## config.mk

```make
export PLATFORM = sky130hd
export DESIGN_NAME = bezier_path_flattener_top
export DESIGN_NICKNAME = d
export VERILOG_FILES = /design/src/rtl/bpf_pkg.sv /design/src/rtl/bezier_path_flattener_top.sv
export SDC_FILE = /design/constraint.sdc
export NUM_CORES = 2
export LEC_CHECK = 0
export BUFFER_PORTS_ARGS = -buffer_cell sky130_fd_sc_hd__buf_4
export CORE_MARGIN = 2
export CORE_UTILIZATION = 45
export CTS_BUF_LIST = sky130_fd_sc_hd__clkbuf_16
export DETAILED_ROUTE_END_ITERATION = 8
export HOLD_SLACK_MARGIN = 0.05
export SKIP_CTS_REPAIR_TIMING = 1
export SYNTH_ARGS = -nofsm -noshare
export SYNTH_HDL_FRONTEND = slang
export SYNTH_SLANG_ARGS = --single-unit
```

## constraint.sdc

```tcl
create_clock -name clk_i -period 6.4 [get_ports clk_i]
set_clock_uncertainty 0.2 [all_clocks]
set_input_delay 0.32 -clock clk_i [delete_from_list [all_inputs] [get_ports clk_i]]
set_output_delay 0.32 -clock clk_i [all_outputs]
set_load 0.1 [all_outputs]
```

## src/rtl/bpf_pkg.sv

```systemverilog
// bpf_pkg: opcodes, default widths and curve weight tables for the path flattener
// no dependencies; imported by bezier_path_flattener_top
package bpf_pkg;

  typedef enum logic [2:0] {
    OpMove  = 3'b000,
    OpLine  = 3'b001,
    OpQuad  = 3'b010,
    OpCubic = 3'b011,
    OpClose = 3'b100
  } opcode_e;

  localparam int unsigned CoordBitsDef = 24;

  // all curves are evaluated over a denominator of 64
  localparam int unsigned RoundShift  = 6;
  localparam int unsigned RoundHalf   = 32;
  localparam int unsigned WeightBits  = 7;
  localparam int unsigned GuardBits   = 8;

  typedef logic [WeightBits-1:0] weight_t;

  // [cubic][step][term], terms are start, p1, p2, p3
  // quadratic weights are the /16 weights scaled by four
  localparam weight_t CurveWeight [2][4][4] = '{
    '{ '{7'd36, 7'd24, 7'd4,  7'd0 },
       '{7'd16, 7'd32, 7'd16, 7'd0 },
       '{7'd4,  7'd24, 7'd36, 7'd0 },
       '{7'd0,  7'd0,  7'd64, 7'd0 } },
    '{ '{7'd27, 7'd27, 7'd9,  7'd1 },
       '{7'd8,  7'd24, 7'd24, 7'd8 },
       '{7'd1,  7'd9,  7'd27, 7'd27},
       '{7'd0,  7'd0,  7'd0,  7'd64} }
  };

endpackage

```

## src/rtl/bezier_path_flattener_top.sv

```systemverilog
// bezier_path_flattener_top: flattens move, line, quadratic and cubic path elements
// into vertices, four per curve; depends on bpf_pkg
//
//   channel | direction | handshake               | payload
//   --------+-----------+-------------------------+-------------------------------------
//   in      | input     | in_valid_i / in_ready_o | opcode, first_of_path, p1..p3 x/y
//   out     | output    | out_valid_o/out_ready_i | point_x, point_y, last_of_run
//
// a move or line yields one vertex and a curve four: the vertex stage emits one vertex
// per cycle into the output register while the output does not stall; close, unknown
// opcodes and curves with no current point are accepted and emit nothing
// the next item is accepted in the cycle the current item's last vertex moves out
// reset clears the current point and all valid flags; stalls on the output hold the
// vertex stage and, through it, the input
module bezier_path_flattener_top
  import bpf_pkg::*;
#(
  parameter int unsigned COORD_BITS = CoordBitsDef
) (
  input  logic                         clk_i,
  input  logic                         rst_ni,

  input  logic                         in_valid_i,
  output logic                         in_ready_o,
  input  logic [2:0]                   opcode_i,
  input  logic                         first_of_path_i,
  input  logic signed [COORD_BITS-1:0] p1_x_i,
  input  logic signed [COORD_BITS-1:0] p1_y_i,
  input  logic signed [COORD_BITS-1:0] p2_x_i,
  input  logic signed [COORD_BITS-1:0] p2_y_i,
  input  logic signed [COORD_BITS-1:0] p3_x_i,
  input  logic signed [COORD_BITS-1:0] p3_y_i,

  output logic                         out_valid_o,
  input  logic                         out_ready_i,
  output logic signed [COORD_BITS-1:0] point_x_o,
  output logic signed [COORD_BITS-1:0] point_y_o,
  output logic                         last_of_run_o
);

  localparam int unsigned SumBits = COORD_BITS + GuardBits;

  typedef logic signed [COORD_BITS-1:0] coord_t;
  typedef logic signed [SumBits-1:0]    sum_t;

  // current point of the path
  coord_t prev_x_q, prev_y_q;
  coord_t prev_x_d, prev_y_d;
  logic   have_point_q, have_point_d;

  // vertex stage: the element being flattened
  logic       work_valid_q;
  logic       work_curve_q;
  logic       work_cubic_q;
  logic [1:0] step_q;
  coord_t     pt_x_q [4];   // start point, p1, p2, p3
  coord_t     pt_y_q [4];

  // output register
  logic   out_valid_q;
  coord_t out_x_q, out_y_q;
  logic   out_last_q;

  logic   work_last, advance, accept;
  logic   have_eff, is_point, is_curve, emits;
  coord_t start_x, start_y, end_x, end_y;
  coord_t vert_x, vert_y;
  coord_t cand_x [2][4];
  coord_t cand_y [2][4];

  function automatic sum_t wterm(coord_t v, weight_t w);
    sum_t ws;
    ws = sum_t'({1'b0, w});
    return sum_t'(v) * ws;
  endfunction

  // handshake
  assign work_last  = !work_curve_q || (step_q == 2'd3);
  assign advance    = work_valid_q && (!out_valid_q || out_ready_i);
  assign in_ready_o = !work_valid_q || (advance && work_last);
  assign accept     = in_valid_i && in_ready_o;

  // element decode, with the start-of-path clear applied first
  assign have_eff = have_point_q && !first_of_path_i;
  assign start_x  = first_of_path_i ? '0 : prev_x_q;
  assign start_y  = first_of_path_i ? '0 : prev_y_q;
  assign is_point = (opcode_i == OpMove) || (opcode_i == OpLine);
  assign is_curve = ((opcode_i == OpQuad) || (opcode_i == OpCubic)) && have_eff;
  assign emits    = is_point || is_curve;

  // the last vertex of any element is its end point exactly
  always_comb begin
    end_x = p1_x_i;
    end_y = p1_y_i;
    if (opcode_i == OpQuad) begin
      end_x = p2_x_i;
      end_y = p2_y_i;
    end else if (opcode_i == OpCubic) begin
      end_x = p3_x_i;
      end_y = p3_y_i;
    end
  end

  always_comb begin
    prev_x_d     = prev_x_q;
    prev_y_d     = prev_y_q;
    have_point_d = have_point_q;
    if (accept) begin
      if (emits) begin
        prev_x_d     = end_x;
        prev_y_d     = end_y;
        have_point_d = 1'b1;
      end else if (first_of_path_i) begin
        prev_x_d     = '0;
        prev_y_d     = '0;
        have_point_d = 1'b0;
      end
    end
  end

  // one candidate vertex per curve kind and step, constant weights each
  for (genvar c = 0; c < 2; c++) begin : g_kind
    for (genvar s = 0; s < 4; s++) begin : g_step
      sum_t sum_x, sum_y, rnd_x, rnd_y, shf_x, shf_y;
      always_comb begin
        sum_x = wterm(pt_x_q[0], CurveWeight[c][s][0]) + wterm(pt_x_q[1], CurveWeight[c][s][1])
              + wterm(pt_x_q[2], CurveWeight[c][s][2]) + wterm(pt_x_q[3], CurveWeight[c][s][3]);
        sum_y = wterm(pt_y_q[0], CurveWeight[c][s][0]) + wterm(pt_y_q[1], CurveWeight[c][s][1])
              + wterm(pt_y_q[2], CurveWeight[c][s][2]) + wterm(pt_y_q[3], CurveWeight[c][s][3]);
        // round half up, then floor shift
        rnd_x = sum_x + sum_t'(RoundHalf);
        rnd_y = sum_y + sum_t'(RoundHalf);
        shf_x = rnd_x >>> RoundShift;
        shf_y = rnd_y >>> RoundShift;
        cand_x[c][s] = shf_x[COORD_BITS-1:0];
        cand_y[c][s] = shf_y[COORD_BITS-1:0];
      end
    end
  end

  // a move or line passes its point straight through
  assign vert_x = work_curve_q ? cand_x[work_cubic_q][step_q] : pt_x_q[1];
  assign vert_y = work_curve_q ? cand_y[work_cubic_q][step_q] : pt_y_q[1];

  // control registers
  always_ff @(posedge clk_i or negedge rst_ni) begin
    if (!rst_ni) begin
      prev_x_q     <= '0;
      prev_y_q     <= '0;
      have_point_q <= 1'b0;
      work_valid_q <= 1'b0;
      step_q       <= 2'd0;
      out_valid_q  <= 1'b0;
    end else begin
      prev_x_q     <= prev_x_d;
      prev_y_q     <= prev_y_d;
      have_point_q <= have_point_d;

      if (advance) begin
        step_q <= step_q + 2'd1;
        if (work_last) begin
          work_valid_q <= 1'b0;
        end
      end
      if (accept && emits) begin
        work_valid_q <= 1'b1;
        step_q       <= 2'd0;
      end

      if (advance) begin
        out_valid_q <= 1'b1;
      end else if (out_ready_i) begin
        out_valid_q <= 1'b0;
      end
    end
  end

  // payload registers
  always_ff @(posedge clk_i) begin
    if (accept && emits) begin
      work_curve_q <= is_curve;
      work_cubic_q <= (opcode_i == OpCubic);
      pt_x_q[0]    <= start_x;
      pt_y_q[0]    <= start_y;
      pt_x_q[1]    <= p1_x_i;
      pt_y_q[1]    <= p1_y_i;
      pt_x_q[2]    <= p2_x_i;
      pt_y_q[2]    <= p2_y_i;
      pt_x_q[3]    <= p3_x_i;
      pt_y_q[3]    <= p3_y_i;
    end
    if (advance) begin
      out_x_q    <= vert_x;
      out_y_q    <= vert_y;
      out_last_q <= work_last;
    end
  end

  assign out_valid_o   = out_valid_q;
  assign point_x_o     = out_x_q;
  assign point_y_o     = out_y_q;
  assign last_of_run_o = out_last_q;

endmodule
```

## Yosys cells after proc, flatten, opt, wreduce, memory -nomap -nowiden

Memory sizes are Yosys's and may differ from the RTL's.
Cells that the tools add are included.

| word-level totals | value |
|---|---|
| register bits | 104 |
| RAM bits | 192 |
| bits of input ports | 152 |
| output and inout port bits | 51 |
| word-level logic and storage cells | 144 |
| memories | 2 |

Memories:

| name | words | bits a word | rd ports | clocked after Yosys merged registers in | write ports | line | RTL |
|---|---|---|---|---|---|---|---|
| pt_x_q | 4 | 24 | 4 | 0 | 4 | bezier_path_flattener_top.sv:56 | `coord_t pt_x_q [4];` |
| pt_y_q | 4 | 24 | 4 | 0 | 4 | bezier_path_flattener_top.sv:57 | `coord_t pt_y_q [4];` |

| operators by class | value |
|---|---|
| add/sub/neg operators | 47 |
| multiply operators | 20 |
| order comparisons | 2 |
| eq/ne operators | 4 |
| muxes and demuxes | 33 |
| bitwise operators | 2 |
| reductions and logical operators | 23 |

Operators by type and width:

| kind | count |
|---|---|
| $mux 96 | 6 |
| $add 30x7->30 const B | 16 |
| $add 30x30->30 | 12 |
| $mux 24 | 14 |
| $mul 24x6->30 const B | 8 |
| $mul 24x5->29 const B | 4 |
| $mul 24x5->28 const B | 4 |
| $mul 24x3->27 const B | 4 |
| $bmux 24 s2 | 2 |
| $add 24x29->30 | 2 |
| $add 26x30->30 | 2 |
| $add 27x30->30 | 2 |
| $add 28x29->30 | 2 |
| $add 30x24->30 | 2 |
| $add 30x26->30 | 2 |
| $add 30x27->30 | 2 |
| $add 30x28->30 | 2 |
| $add 30x29->30 | 2 |
| $mux 1 | 9 |
| $reduce_bool 2->1 | 4 |
| $eq 3x2->1 const B | 2 |
| $logic_and 1x1->1 | 6 |
| $logic_or 1x1->1 | 6 |
| $logic_not 1->1 | 4 |
| other kinds (10) | 12 |

## Longest topological paths before layout

An unclocked memory read counts as a cell.

| depth | value |
|---|---|
| depth in word-level cells | 13 |
| depth in mapped cells | 33 |
| depth with buffers taken out | 33 |

## Worst setup path before layout

No wires, ideal clock.

| timing | value |
|---|---|
| kind | reg-to-reg |
| start point | mem pt_x_q[1][1] (netlist name) |
| end point | reg out_x_q[23], in the netlist point_x_o[23] (data pin) |
| setup time | 167 ps |
| data arrival time | 6622 ps |
| data required time | 6033 ps |
| slack | -589 ps |
| cell stages (with the launch flop) | 30 |
| path buffers | 0 |
| period minus slack after synthesis | 6989 ps |
| cells stage by stage | edfxtp_1 ha_1 ha_1 ha_1 a21oi_1 o21ai_1 a211oi_2 a211oi_2 a211oi_1 o21bai_1 a21oi_1 nor2b_1 o21a_1 o31ai_1 inv_1 fa_1 fa_1 ha_1 ha_1 nand2_1 o21ai_0 a211oi_1 nand3_1 and4_1 o21ai_0 a21oi_1 xnor2_1 xnor2_1 a221o_1 a211oi_1 |

RTL lines:

| item | line | RTL |
|---|---|---|
| start: declaration | bezier_path_flattener_top.sv:56 |  |
| end signal: assignment | bezier_path_flattener_top.sv:193 | `out_x_q <= vert_x;` |
| end: declaration | bezier_path_flattener_top.sv:61 | `coord_t out_x_q, out_y_q;` |

==> flow_metrics.env <==
export IMPL_port_buffer_count=202
export IMPL_yosys_cell_types_count=88
export IMPL_timing_hold_ws_ps=90.40
export IMPL_cpPeakStageDelay_ps=580
export IMPL_grt_start_max_net_pins=111
export IMPL_grt_setup_unrepaired="true"
export IMPL_violations="negative setup slack"
export IMPL_initial_utilization_pct=45.43
export IMPL_synth_seq_cells=296
export IMPL_grt_pass1_wl_mm=381.3
export IMPL_status="finished with violations"
export IMPL_rows=146
export IMPL_hold_violations=0
export IMPL_synth_area_sq_mm=0.07219
export IMPL_synth_simple_gate_area_share_pct=7.399
export IMPL_insertion_delay_ps=640
export IMPL_worst_slack_ps=-908.4
export IMPL_antenna_left=0
export IMPL_fin_nets=11630
export IMPL_synth_compound_area_share_pct=10.59
export IMPL_drc=0
export IMPL_hp_class="in2reg"
export IMPL_antenna_found_initial=16
export IMPL_synth_top_family_by_area="adder cells"
export IMPL_setup_viol=37
export IMPL_ys_flop_type="edfxtp_1"
export IMPL_finalCritPeriodShare_pct=114.2
export IMPL_place_congestion=0.9708
export IMPL_final_common_cell="inv_1"
export IMPL_drive_gt1_share_pct=24.56
export IMPL_arrival_ps=7570
export IMPL_slew_headroom_pct=21.86
export IMPL_synthAdderAreaFrac_pct=52.26
export IMPL_path_max_fanout=4
export IMPL_synth_edf_count=243
export IMPL_synthMuxAreaShare_pct=2.336
export IMPL_cts_tree="done"
export IMPL_fmax_mhz=136.8
export IMPL_worstSetupPathType="reg2reg"
export IMPL_r2r_start="pt_x_q[1][1]$_DFFE_PP_"
export IMPL_ys_async_sr_fraction_pct=17.91
export IMPL_yosys_warnings=0
export IMPL_die_h_microns=404.5
export IMPL_worst_pin_slew_ps=1171
export IMPL_cts_sinks=296
export IMPL_grt_usage_pct=31.36
export IMPL_grt_pass1_vias=60640
export IMPL_synth_cells=7389
export IMPL_clockRootBuffer="clkbuf_16"
export IMPL_die_area_sq_mm=0.1636
export IMPL_grt_overflow=0
export IMPL_crit_slowest_cell="fa_1"
export IMPL_placedCellCount=10910
export IMPL_syn_avg_cell_area_sq_um=9.770
export IMPL_area_growth_pct=28.38
export IMPL_cp_end_kind="flop"
export IMPL_worst_setup_path_start_kind="flop"
export IMPL_fp_coreArea_sq_mm=0.1589
export IMPL_ys_seq_area_share_pct=11.94
export IMPL_slew_violations=0
export IMPL_fin_crit_ps=7308
export IMPL_drt_iter0_markers=4499
export IMPL_clk_pin_slew_ps=70
export IMPL_hpwl_mm=215.6
export IMPL_numCtsBuffers=42
export IMPL_hp_start="opcode_i[2]"
export IMPL_dr_total_vias=59450
export IMPL_routedWlPerCell_microns=23.03
export IMPL_drv_cap=0
export IMPL_syn_nets=9909
export IMPL_ios=203
export IMPL_dr_pass1_iters=5
export IMPL_synth_xor_area_share_pct=6.106
export IMPL_htreeDepth=2
export IMPL_die_w_microns=404.5
export IMPL_crit_required_ps=6660
export IMPL_final_cell_mix="inv_1, buf_4, ha_1, fa_1, nor2_1"
export IMPL_viasPerCell=5.293
export IMPL_layout_cells_non_filler=11230
export IMPL_clk_path_buf_depth=3
export IMPL_wirelength_mm=258.7
export IMPL_startpoint="pt_x_q[1][1]$_DFFE_PP_"
-- cell usage after synthesis (27+ instances only) --
cell      number  area [sq um]
clkbuf_1      82         307.8
mux4_2        50          1126
dfrtp_1       53          1326
a31oi_1       35         219.0
o21ai_0      265          1326
xnor2_1      320          2803
edfxtp_1     243          7297
nand3_1       68         340.3
o21a_1        80         600.6
a21oi_1      379          1897
fa_1        1079         21600
ha_1        1289         16130
o31ai_1       27         202.7
nand2b_1      64         400.4
nor3_1        91         455.4
inv_1       1698          6374
o21bai_1      45         337.8
and3_1        32         200.2
mux2i_1       56         560.5
a21o_1       125         938.4
nor2_1       346          1299
xor2_1       175          1533
nand2_1      273          1025
a211oi_1      46         345.3
nor2b_1      106         663.1
-- logic make-up (layout without fill, tap and decap cells) --
group | count (synthesis) | after routing
adder cells (fa/ha/maj) | 2368 | 2368
AO/OA/AOI/OAI | 1203 | 1203
AND/OR/NAND/NOR | 1118 | 1118
other | 0 | 13
XOR/XNOR | 499 | 499
buffers and inverters | 1799 | 3555
flip-flops | 296 | 296
multiplexers | 106 | 106
-- through the flow --
stage | setup TNS [ps] | worst slack, ps | instance area [sq um] | util [%]
floorplan | -1315 | -282.9 | 72580 | -
global placement | -24240 | -1003 | 86570 | 54.47
detailed placement | -27910 | -1202 | 86570 | 54.47
CTS | -30440 | -1287 | 87980 | 55.36
global route | -26340 | -1081 | 92670 | 58.31
finish | -17560 | -908.4 | 92680 | 58.32
-- worst max-delay path, delay by kind of cell, from the launching register on --
family	cells	cell delay [ps]
AOI/OAI and AO/OA	17	3320
adders and majority gates	6	2050
xor gates and xnor gates	3	510
DFF	1	470
and+or+nand+nor	2	330
buffers and inverters	2	240
-- layout make-up --
type,count,area (sq um)
clock inverter,34,334.1
multi-input combinational,5294,59630
clock buffer,43,1076
tap,2072,2592
fill,13930,66250
antenna,13,32.53
timing repair buffer,1778,13990
sequential,296,8631
inverter,1700,6395
-- flip-flops by register name, indices dropped and copies added (netlist names) --
signal         count
pt_x_q            96
pt_y_q            96
point_x_o         24
point_y_o         24
prev_x_q          24
prev_y_q          24
step_q             2
have_point_q       1
last_of_run_o      1
out_valid_o        1
work_cubic_q       1
work_curve_q       1
work_valid_q       1
-- final timing paths --
path                                             to  slack, ps  depth (start not counted)
min in group asynchronous  prev_x_q[20]$_DFFE_PN0P_        220                          2
hold / removal              prev_x_q[8]$_DFFE_PN0P_         90                          5
setup / recovery            point_x_o[23]$_DFFE_PP_       -910                         30
max in group asynchronous     step_q[1]$_DFFE_PN0P_       5010                          2
hold reg to reg            prev_x_q[15]$_DFFE_PN0P_        270                          2
setup reg to reg            point_x_o[23]$_DFFE_PP_       -910                         30
-- per-layer routing --
layer  GRT usage [%]  vias to the layer above  routed length [microns]  share of wire (%)
met5               0                        -                       44              0.017
met2           49.69                     1936                   115600                 45
met4           11.61                        6                    12560                4.9
li1                -                    27730                        -                  -
met3           4.520                      458                    16680                6.4
met1           43.56                    29320                   113700                 44
Power is not shown: default switching activity piles up to over one toggle a cycle in this logic, so the estimate is an artifact.
